[config.mk]
export PLATFORM = sky130hd
export DESIGN_NAME = modbus_rtu_request_frame_parser
export DESIGN_NICKNAME = d
export VERILOG_FILES = /design/src/hdl/mrfp_pkg.sv /design/src/hdl/mrfp_parser.sv /design/src/hdl/mrfp_out_stage.sv /design/src/hdl/modbus_rtu_request_frame_parser.sv
export VERILOG_INCLUDE_DIRS = /design/src /design/src/hdl
export SDC_FILE = /design/constraint.sdc
export NUM_CORES = 1
export LEC_CHECK = 0
export BUFFER_PORTS_ARGS = -buffer_cell sky130_fd_sc_hd__buf_2
export CAP_MARGIN = 15
export CORE_ASPECT_RATIO = 0.9
export CORE_UTILIZATION = 54
export DETAILED_ROUTE_END_ITERATION = 10
export HOLD_SLACK_MARGIN = 0.12
export PLACE_DENSITY = 0.77
export SETUP_SLACK_MARGIN = 0.3
export SYNTH_ARGS = -nofsm -noshare
export SYNTH_HDL_FRONTEND = slang
export SYNTH_SLANG_ARGS = --single-unit
[constraint.sdc]
create_clock -name clk -period 2.7 [get_ports clk]
set_clock_uncertainty 0.05 [all_clocks]
set_input_delay 0.405 -clock clk [delete_from_list [all_inputs] [get_ports clk]]
set_output_delay 0.405 -clock clk [all_outputs]
set_load 0.03 [all_outputs]
[src/hdl/modbus_rtu_request_frame_parser_macros.svh]
// Assertion macros for the Modbus RTU request-frame parser
`ifndef MODBUS_RTU_REQUEST_FRAME_PARSER_MACROS_SVH
`define MODBUS_RTU_REQUEST_FRAME_PARSER_MACROS_SVH

`ifndef ASSERT_OFF

`define MRFP_ASSERT(lbl, cond) \
	lbl: assert property (@(posedge clk) disable iff (!arst_n) (cond)) \
		else $error("mrfp assertion failed");

`define MRFP_ASSERT_IMP(lbl, ante, cons) \
	lbl: assert property (@(posedge clk) disable iff (!arst_n) (ante) |-> (cons)) \
		else $error("mrfp implication failed");

`else

`define MRFP_ASSERT(lbl, cond)

`define MRFP_ASSERT_IMP(lbl, ante, cons)

`endif

`endif

[src/hdl/mrfp_pkg.sv]
// Package: types, constants and CRC function of the Modbus RTU request-frame parser
`timescale 1ns / 1ps
`default_nettype none
package mrfp_pkg;

	localparam int unsigned TdataOutW = 40;

	localparam logic [7:0] MaxDataBytes = 8'd252;
	localparam logic [7:0] FixedDataLen = 8'd4;
	localparam logic [7:0] WriteHdrLen = 8'd5;
	localparam logic [7:0] ByteCountPos = 8'd4;

	localparam logic [7:0] FnReadHolding = 8'd3;
	localparam logic [7:0] FnWriteSingle = 8'd6;
	localparam logic [7:0] FnWriteMulti = 8'd16;

	localparam logic [15:0] CrcInit = 16'hFFFF;
	localparam logic [15:0] CrcPoly = 16'hA001;

	localparam logic [7:0] AddrAReset = 8'd1;
	localparam logic [7:0] AddrBReset = 8'd2;
	localparam logic [7:0] AddrCReset = 8'd3;

	localparam logic [1:0] CfgAddrA = 2'd0;
	localparam logic [1:0] CfgAddrB = 2'd1;
	localparam logic [1:0] CfgAddrC = 2'd2;

	typedef enum logic [2:0] {
		PH_ADDR = 3'd0,
		PH_FUNC = 3'd1,
		PH_DATA = 3'd2,
		PH_CRCL = 3'd3,
		PH_CRCH = 3'd4,
		PH_GOOD = 3'd5
	} phase_t;

	typedef struct packed {
		logic [7:0] frame_function;
		logic [7:0] frame_address;
		logic [7:0] stored_value;
		logic [7:0] stored_index;
		logic       stored_flag;
		logic [2:0] parse_status;
	} result_t;

	function automatic logic [15:0] crc_byte(input logic [15:0] crc, input logic [7:0] b);
		logic [15:0] c;
		c = crc ^ {8'h00, b};
		for (int k = 0; k < 8; k++) begin
			c = c[0] ? ((c >> 1) ^ CrcPoly) : (c >> 1);
		end
		return c;
	endfunction

endpackage
`default_nettype wire

[src/hdl/mrfp_parser.sv]
// Parser state registers and the per-byte frame step with CRC update
`timescale 1ns / 1ps
`default_nettype none
module mrfp_parser (
	input  wire logic             clk,
	input  wire logic             arst_n,
	input  wire logic             adv,
	input  wire logic [7:0]       rx_byte,
	input  wire logic [7:0]       addr_a,
	input  wire logic [7:0]       addr_b,
	input  wire logic [7:0]       addr_c,
	output mrfp_pkg::result_t     res
);
	import mrfp_pkg::*;

	phase_t      phase_q, phase_d, ph_eff;
	logic [7:0]  addr_q, addr_d;
	logic [7:0]  func_q, func_d;
	logic [7:0]  dc_q, dc_d, dc_inc;
	logic [7:0]  wbc_q, wbc_d;
	logic [15:0] crc_q, crc_d;
	logic [7:0]  crcl_q, crcl_d;
	logic        addr_hit, fn_ok, end16;
	logic [15:0] addr_crc, step_crc;

	assign addr_hit = (rx_byte == addr_a) || (rx_byte == addr_b) || (rx_byte == addr_c);
	assign fn_ok    = (rx_byte == FnReadHolding) || (rx_byte == FnWriteSingle) ||
			(rx_byte == FnWriteMulti);
	assign addr_crc = crc_byte(CrcInit, rx_byte);
	assign step_crc = crc_byte(crc_q, rx_byte);
	assign dc_inc   = dc_q + 8'd1;
	assign ph_eff   = (phase_q == PH_GOOD || phase_q > PH_GOOD) ? PH_ADDR : phase_q;

	always_comb begin
		phase_d = ph_eff;
		addr_d  = addr_q;
		func_d  = func_q;
		dc_d    = dc_q;
		wbc_d   = wbc_q;
		crc_d   = crc_q;
		crcl_d  = crcl_q;
		end16   = 1'b0;
		res.stored_flag  = 1'b0;
		res.stored_index = 8'd0;
		res.stored_value = 8'd0;
		unique case (ph_eff)
			PH_FUNC: begin
				func_d = rx_byte;
				dc_d   = 8'd0;
				if (fn_ok) begin
					crc_d   = step_crc;
					phase_d = PH_DATA;
				end else begin
					addr_d  = rx_byte;
					crc_d   = addr_crc;
					phase_d = addr_hit ? PH_FUNC : PH_ADDR;
				end
			end
			PH_DATA: begin
				res.stored_flag  = 1'b1;
				res.stored_index = dc_q;
				res.stored_value = rx_byte;
				if (dc_q == ByteCountPos)
					wbc_d = rx_byte;
				dc_d  = dc_inc;
				crc_d = step_crc;
				end16 = (dc_inc >= WriteHdrLen) &&
						({1'b0, dc_inc} >= ({1'b0, wbc_d} + {1'b0, WriteHdrLen}));
				if (func_q == FnWriteMulti) begin
					if (end16)
						phase_d = PH_CRCL;
				end else if (dc_inc >= FixedDataLen) begin
					phase_d = PH_CRCL;
				end
				if (dc_inc >= MaxDataBytes)
					phase_d = PH_ADDR;
			end
			PH_CRCL: begin
				crcl_d           = rx_byte;
				res.stored_flag  = 1'b1;
				res.stored_index = dc_q;
				res.stored_value = rx_byte;
				dc_d             = dc_inc;
				phase_d          = PH_CRCH;
			end
			PH_CRCH: begin
				res.stored_flag  = 1'b1;
				res.stored_index = dc_q;
				res.stored_value = rx_byte;
				dc_d             = dc_inc;
				phase_d = (crcl_q == crc_q[7:0] && rx_byte == crc_q[15:8]) ? PH_GOOD : PH_ADDR;
			end
			default: begin
				addr_d  = rx_byte;
				crc_d   = addr_crc;
				phase_d = addr_hit ? PH_FUNC : PH_ADDR;
			end
		endcase
		res.parse_status   = phase_d;
		res.frame_address  = addr_d;
		res.frame_function = func_d;
	end

	always_ff @(posedge clk or negedge arst_n) begin
		if (!arst_n) begin
			phase_q <= PH_ADDR;
			addr_q  <= 8'd0;
			func_q  <= 8'd0;
			dc_q    <= 8'd0;
			wbc_q   <= 8'd0;
			crc_q   <= CrcInit;
			crcl_q  <= 8'd0;
		end else if (adv) begin
			phase_q <= phase_d;
			addr_q  <= addr_d;
			func_q  <= func_d;
			dc_q    <= dc_d;
			wbc_q   <= wbc_d;
			crc_q   <= crc_d;
			crcl_q  <= crcl_d;
		end
	end

endmodule
`default_nettype wire

[src/hdl/mrfp_out_stage.sv]
// Result register with valid/ready hold toward the downstream receiver
`timescale 1ns / 1ps
`default_nettype none
module mrfp_out_stage (
	input  wire logic                     clk,
	input  wire logic                     arst_n,
	input  wire logic                     ld,
	input  wire mrfp_pkg::result_t        res,
	input  wire logic                     ready,
	output logic                          valid,
	output logic [mrfp_pkg::TdataOutW-1:0] data
);
	import mrfp_pkg::*;

	logic    valid_q;
	result_t res_q;

	always_ff @(posedge clk or negedge arst_n) begin
		if (!arst_n) begin
			valid_q <= 1'b0;
		end else if (ld) begin
			valid_q <= 1'b1;
		end else if (ready) begin
			valid_q <= 1'b0;
		end
	end

	always_ff @(posedge clk) begin
		if (ld)
			res_q <= res;
	end

	assign valid = valid_q;
	assign data  = {{(TdataOutW - $bits(result_t)){1'b0}}, res_q};

endmodule
`default_nettype wire

[src/hdl/modbus_rtu_request_frame_parser.sv]
// Top level: Modbus RTU request-frame parser with address registers and stream ports
//
// Usage:
//   Slave stream s_* carries one received byte per item (s_tdata[7:0]).
//   Master stream m_* carries one status item for every byte taken.
//   cfg_we/cfg_index/cfg_data write the three accepted slave addresses
//   (index 0, 1, 2); other indexes are ignored. Write only while idle.
// Timing:
//   A byte goes into an input register, then the parser step (phase
//   update and one byte of CRC-16) runs between that register and the
//   result register; m_tvalid rises when the result register loads.
//   Throughput is one item per cycle while m_tready is held high.
// Reset:
//   arst_n clears both stages, puts the parser in await-address with the
//   CRC at 0xFFFF, and loads addresses 1, 2 and 3.
// Stall:
//   If m_tready is low the result holds; one more byte may sit in the
//   input register, after which s_tready drops until the result is taken.
`timescale 1ns / 1ps
`default_nettype none
`include "modbus_rtu_request_frame_parser_macros.svh"
module modbus_rtu_request_frame_parser (
	input  wire logic                         clk,
	input  wire logic                         arst_n,
	input  wire logic                         s_tvalid,
	output logic                              s_tready,
	input  wire logic [7:0]                   s_tdata,  // [7:0] rx_byte
	output logic                              m_tvalid,
	input  wire logic                         m_tready,
	// [2:0] parse_status, [3] stored_flag, [11:4] stored_index,
	// [19:12] stored_value, [27:20] frame_address, [35:28] frame_function, [39:36] zero
	output logic [mrfp_pkg::TdataOutW-1:0]    m_tdata,
	input  wire logic                         cfg_we,
	input  wire logic [1:0]                   cfg_index,
	input  wire logic [7:0]                   cfg_data
);
	import mrfp_pkg::*;

	logic       in_valid_s1;
	logic [7:0] in_byte_s1;
	logic       adv;
	logic [7:0] addr_a_q, addr_b_q, addr_c_q;
	result_t    step_res;

	assign adv      = in_valid_s1 && (!m_tvalid || m_tready);
	assign s_tready = !in_valid_s1 || adv;

	always_ff @(posedge clk or negedge arst_n) begin
		if (!arst_n) begin
			addr_a_q <= AddrAReset;
			addr_b_q <= AddrBReset;
			addr_c_q <= AddrCReset;
		end else if (cfg_we) begin
			if (cfg_index == CfgAddrA)
				addr_a_q <= cfg_data;
			if (cfg_index == CfgAddrB)
				addr_b_q <= cfg_data;
			if (cfg_index == CfgAddrC)
				addr_c_q <= cfg_data;
		end
	end

	always_ff @(posedge clk or negedge arst_n) begin
		if (!arst_n) begin
			in_valid_s1 <= 1'b0;
		end else if (s_tready) begin
			in_valid_s1 <= s_tvalid;
		end
	end

	always_ff @(posedge clk) begin
		if (s_tvalid && s_tready)
			in_byte_s1 <= s_tdata;
	end

	mrfp_parser u_parser (
		.clk     (clk),
		.arst_n  (arst_n),
		.adv     (adv),
		.rx_byte (in_byte_s1),
		.addr_a  (addr_a_q),
		.addr_b  (addr_b_q),
		.addr_c  (addr_c_q),
		.res     (step_res)
	);

	mrfp_out_stage u_out (
		.clk    (clk),
		.arst_n (arst_n),
		.ld     (adv),
		.res    (step_res),
		.ready  (m_tready),
		.valid  (m_tvalid),
		.data   (m_tdata)
	);

	`MRFP_ASSERT_IMP(a_ready_when_out_empty, !m_tvalid, s_tready)
	`MRFP_ASSERT_IMP(a_status_range, m_tvalid, m_tdata[2:0] <= PH_GOOD)
	`MRFP_ASSERT_IMP(a_unstored_zero, m_tvalid && !m_tdata[3], m_tdata[19:4] == 16'd0)
	`MRFP_ASSERT_IMP(a_good_is_stored, m_tvalid && m_tdata[2:0] == PH_GOOD, m_tdata[3])

endmodule
`default_nettype wire
Word level (Yosys, flattened, before mapping)
Index checks and enable logic that the tools add are counted.

operators by class
  add/sub/neg operators = 2
  $mul = 0
  div/mod/pow operators = 0
  $lt $le $gt $ge = 5
  eq/ne operators = 17
  shifts and indexed selects = 0
  mux-type cells = 36
  bitwise operators = 19
  reductions and logical operators = 25

operator list
  cell                                                                                  count
  16-bit two-way mux                                                                    17
  2-bit NOT with 3-bit output                                                           16
  16-bit case mux with 3 select lines                                                   1
  8-bit equality test                                                                   5
  8-bit two-way mux                                                                     4
  8-bit case mux with 2 select lines                                                    2
  3-bit two-way mux                                                                     7
  8-bit by 3-bit equality test with 1-bit output (second input constant)                2
  8-bit by 5-bit equality test with 1-bit output (second input constant)                2
  8-bit by 3-bit greater-or-equal comparator with 1-bit output (second input constant)  2
  8-bit NOT with 16-bit output                                                          1
  16-bit by 8-bit bitwise XOR with 16-bit output                                        1
  2-bit AND reduction                                                                   7
  3-bit case mux with 4 select lines                                                    1
  8-bit by 3-bit adder with 9-bit output (second input constant)                        1
  8-bit by 9-bit greater-or-equal comparator with 1-bit output                          1
  8-bit by 1-bit adder with 8-bit output (second input constant)                        1
  8-bit by 2-bit equality test with 1-bit output (second input constant)                1
  8-bit greater-or-equal comparator (second input constant)                             1
  1-bit logical OR                                                                      7
  3-bit by 2-bit equality test with 1-bit output (second input constant)                2
  3-bit equality test (second input constant)                                           2
  1-bit logical AND                                                                     4
  1-bit two-way mux                                                                     4
  10 further kinds                                                                      12

storage, ports and cells
  register bits = 129
  bits in latches = 0
  memory bits (writable) = 0
  bits in read-only memories = 0
  bits of input ports = 23
  logic and storage cells = 123
  memories kept = 0

Longest topological paths before layout
  depth after elaboration = 19
  mapped depth = 13
  gate-level depth less buffers = 13

Hierarchy
From an unflattened synthesis, not the netlist that was laid out.

unflattened totals
  cell total of the unflattened synthesis = 630
  area, all modules = 6959.2 sq um

modules (own cells, without submodules)
  module                           times used  cells each  area an instance (sq um)  seq. area each (sq um)
  mrfp_parser                      1           521         4594.4                    1496.4
  modbus_rtu_request_frame_parser  1           65          1213.7                    870.8
  mrfp_out_stage                   1           44          1151.1                    1106.1

Worst setup path before layout
Ideal clock, no wire load.

  kind = reg2reg
  from = register u_parser.dc_q[5]
  to = register u_parser.phase_q[0]
  arrival time = 2.668 ns
  data required time = 2.555 ns
  setup slack = -0.112 ns
  cell stages (with the launch flop) = 14
  buffers on the path = 2
  path through = dfrtp_1 buf_2 nor4b_1 nand3_1 clkbuf_1 o21ai_0 o21ai_1 ha_1 o211ai_1 o21ai_0 nand4_1 a221oi_1 a21oi_2 a211oi_1

on the way
  word-level cells in the longest chain between the ends = 10
  elaborated cells between the ends (all ways) = 15

RTL lines
  what                                                          RTL line            source
  from (decl)                                                   mrfp_parser.sv:19   logic [7:0] dc_q, dc_d, dc_inc;
  from (signal assigned)                                        mrfp_parser.sv:109  dc_q <= 8'd0;
  from (signal assigned)                                        mrfp_parser.sv:117  dc_q <= dc_d;
  8-bit by 3-bit equality test with 1-bit output                mrfp_parser.sv:63   if (dc_q == ByteCountPos)
  8-bit two-way mux                                             mrfp_parser.sv:63
  8-bit two-way mux                                             mrfp_parser.sv:46   unique case (ph_eff)
  8-bit by 3-bit adder with 9-bit output                        mrfp_parser.sv:68   ({1'b0, dc_inc} >= ({1'b0, wbc_d} + {1'b0, WriteHdrLen}));
  8-bit by 9-bit greater-or-equal comparator with 1-bit output  mrfp_parser.sv:68
  1-bit logical AND                                             mrfp_parser.sv:67   end16 = (dc_inc >= WriteHdrLen) &&
  3-bit two-way mux                                             mrfp_parser.sv:70   if (end16)
  3-bit two-way mux                                             mrfp_parser.sv:69   if (func_q == FnWriteMulti) begin
  3-bit two-way mux (*)                                         mrfp_parser.sv:75   if (dc_inc >= MaxDataBytes)
  3-bit case mux with 4 select lines (*)                        mrfp_parser.sv:46
  to (signal assigned)                                          mrfp_parser.sv:114  phase_q <= phase_d;
  to (decl)                                                     mrfp_parser.sv:16   phase_t phase_q, phase_d, ph_eff;

Mark *: on every way between the ends. The rest lies on a longest branch, timed or not. The select of a mux whose other input is x is not followed.
A chain may end at the register's enable or synchronous reset.

==> summary.txt <==
Global route
  – Gr ovfl total: 0
  – Largest net degree at the start of global routing: between 40 and 50
  – Vias in the first global route: 4825
  – Global Route Usage Sum: 0.255
  – Antenna violations before repair: 0
  – First-pass GRT wire length: roughly 25 mm

Floorplan
  – Starting density of the core: 0.555
  – CORE AREA: 12100 um2
  – Vertical die dimension: 108 um
  – Die width: around 120 um
  – DIE AREA: 12900 um2
  – FP Rows: 38
  – Top Ports: 65

Synth
  – Synth cell types: 60
  – Cells after synthesis: between 500 and 600
  – Sequential cell area fraction in the yosys report: 0.518
  – Syn avg cell area: between 10 and 15 um2
  – Synth warn: 0
  – EDFF count, synth: 44
  – Mapped cell area: about 6700 um2
  – Top FF cell, synth: dfrtp_1
  – Async S/R FF share, synth: 0.659
  – #FFs+latches synth: about 130

Hold path
  – Worst Hold End: in_byte_s1[0]
  – Worst hold path startpoint: s_tdata[0]
  – Worst hold path depth: 1
  – Hold Path Class: in2reg

Placed design
  – Placed Cells: ~800
  – Post-DP HPWL: just over 10 mm
  – Placed cell area: between 7000 and 8000 um2
  – RD Place Congestion: about 0.85
  – IO buf count: 60

STA
  – Setup slack after layout: -0.0307 ns
  – Rel. slew slack: 0.614
  – Fmax: between 300 and 400 MHz
  – Final period util: 1.01
  – Hold Violations, Final: 0
  – Min cycle time layout: between 2 and 3 ns
  – RSZ-0062 raised after global routing: yes
  – Setup Viol. Count Final: 1
  – Actual slew at the worst max-slew pin: 0.575 ns
  – Slew Viols, Final: 0
  – Setup TNS: -0.0307 ns

Clock network
  – Worst skew pair latency: 0.43 ns
  – CTS tree: done
  – Total CTS buffers: 17
  – Clock transition at path regs: ~0.06 ns
  – Clock buffer depth: 2
  – Clock root buffer: clkbuf_16
  – CTS Sinks: 129
  – H-Tree Level Count: 4

Setup path
  – Slowest stage delay, CP: between 0.4 and 0.5 ns
  – Crit-path cells: inv_1 > ha_2 > nand3_4 > buf_4 > o21ai_1 > ha_1 > o211ai_1 > o21ai_1 > nand4_1 > a221oi_2 > a21oi_2 > o21bai_1
  – Critical-path top delay cell: dfrtp_1
  – FF-to-FF Start: u_parser.dc_q[0]
  – Reg-to-Reg End: u_out.data[0]
  – Required @ worst endpoint: ~2.9 ns
  – Worst r2r path cells: 12
  – CP bufs+invs: 2
  – CP dominant cell by count: o21ai_1
  – Crit Path Category: reg2reg
  – Worst EP arrival: between 2 and 3 ns
  – CP top delay family: compound AO/OA/AOI/OAI gates
  – Critical Path Source Type: flip-flop
  – R2r setup slk: -0.03 ns
  – Crit path max fanout: 7
  – CP Capture Type: flip-flop

Drt
  – Routed Antenna Nets: 0
  – DRC errors left: 0
  – Vias/cell: 5.55
  – WL final: between 15 and 20 mm
  – Wire per inst: around 18 um
  – DR vias: a little under 5000
  – DR iter-0 viols: between 200 and 300
  – DRT Pass-1 Iters: 4

Job
  – Number of max-cap violations: 0

Layout
  – Number of antenna diodes: 0
  – Most frequent cells in the layout: nand2_1 (72), dfrtp_1 (65), buf_2 (59), xnor2_1 (47), edfxtp_1 (44)
  – Non-filler cells, final: roughly 880
  – Share of cells above drive strength 1: 0.365
  – Fillers: roughly 850
  – P&R area growth vs syn: 26.8%
  – # nets final: 745
  – Fin area: about 8500 um2
  – Leading cell type in the layout, fill and taps excluded: nand2_1

Pwr
  – Power Dens Cells: between 700 and 800 nW/um2
  – LEAKAGE: between 3 and 4 nW
  – Total power: ~0.0063 W
  – Worst vdd ir: between 0.0006 and 0.0007 V

Status
  – Run status: finished with violations
  – Failing checks: negative setup slack
cell type report:
cell class,count,area (um2),share of cell area
multi-input combinational,419,3310,0.389
clock buffer,20,457,0.0537
tap,160,200,0.0235
timing repair buffer,121,866,0.102
sequential,129,3470,0.408
clock inverter,12,133,0.0156
inverter,16,67.6,0.00794
layer usage:
layer | vias up | GRT usage | part of all wire
li1 | 2269 | - | -
met1 | 2379 | 0.326 | 0.42
met4 | 0 | 0.102 | 0.033
met3 | 41 | 0.0683 | 0.060
met5 | - | 0 | 0
met2 | 174 | 0.413 | 0.48
where the power goes:
| part | switching (W) | internal (W) |
|---|---|---|
| Sequential | 0.000221 | 0.00238 |
| Clock | 0.000856 | 0.00141 |
| Combinational | 0.000757 | 0.000676 |
| Total | 0.00183 | 0.00446 |
state kept, by name, summed over array words and instances, names as in the netlist:
register,count
u_out.valid,1
in_valid_s1,1
u_parser.crcl_q,8
addr_a_q,8
addr_b_q,8
u_parser.phase_q,3
u_parser.dc_q,8
u_parser.addr_q,8
u_parser.crc_q,16
u_parser.wbc_q,8
in_byte_s1,8
u_out.data,36
addr_c_q,8
u_parser.func_q,8
timing repair:
item,4_1_cts,5_1_grt
gates cloned,1,1
endpoints found under the hold margin,32,0
endpoints found under the setup margin,17,29
pin swaps,7,19
resized for setup,10,69
hold buffers,9,0
setup buffers,9,12
cell usage after synthesis (3+ instances only):
cell type / count / share of area
nand2_1: 72 / 0.040
dfrtp_1: 65 / 0.24
xnor2_1: 50 / 0.065
edfxtp_1: 44 / 0.20
nor2_1: 38 / 0.021
xor2_1: 36 / 0.047
mux2_2: 34 / 0.057
o21ai_1: 29 / 0.022
mux2_1: 23 / 0.039
dfstp_2: 20 / 0.078
ha_1: 18 / 0.034
a21oi_1: 15 / 0.011
inv_1: 14 / 0.0078
clkbuf_1: 13 / 0.0073
and2_1: 10 / 0.0093
o21ai_0: 10 / 0.0075
buf_2: 9 / 0.0067
nand4_1: 8 / 0.0075
nor4_1: 8 / 0.0075
nand2b_1: 7 / 0.0065
buf_4: 5 / 0.0056
nand3_1: 5 / 0.0037
nor2b_1: 4 / 0.0037
nor3_1: 4 / 0.0030
a211oi_1: 3 / 0.0034
buf_6: 3 / 0.0050
nand3b_1: 3 / 0.0034
cell families (layout without fill, tap and decap cells):
| kind of cell | count (synthesis) | count (layout) | share of synthesized area |
|---|---|---|---|
| AOI/OAI and AO/OA | 76 | 76 | 0.0696 |
| xor gates and xnor gates | 89 | 89 | 0.121 |
| adders and majority gates | 18 | 18 | 0.0336 |
| buffers and inverters | 48 | 169 | 0.0347 |
| DFF | 129 | 129 | 0.518 |
| muxes | 59 | 59 | 0.0994 |
| other | 1 | 4 | 0.000559 |
| and+or+nand+nor | 172 | 173 | 0.123 |
per-stage QoR:
stage | utilization | setup WS [ns] | hold slack, ns
2_1_floorplan | - | 0.185 | 0.0594
3_3_place_gp | 0.607 | 0.104 | 0.376
3_5_place_dp | 0.607 | 0.0587 | 0.383
4_1_cts | 0.674 | 0.0773 | 0.121
5_1_grt | 0.704 | -0.148 | 0.131
6_report | 0.704 | -0.0307 | 0.142
worst max-delay path by stage:
stage	startpoint	endpoint	slack, ns	depth (start not counted)
finish	u_parser.dc_q[0]	u_out.data[0]	-0.03	12
global placement	u_parser.dc_q[6]	u_out.data[0]	0.10	12
CTS	u_parser.dc_q[7]	u_out.data[0]	0.08	9
detailed placement	u_parser.dc_q[6]	u_out.data[0]	0.06	12
global route	u_parser.dc_q[6]	u_parser.phase_q[0]	-0.15	9
floorplan	u_parser.dc_q[5]	u_parser.phase_q[0]	0.19	13
(Power assumes the default switching activity.)
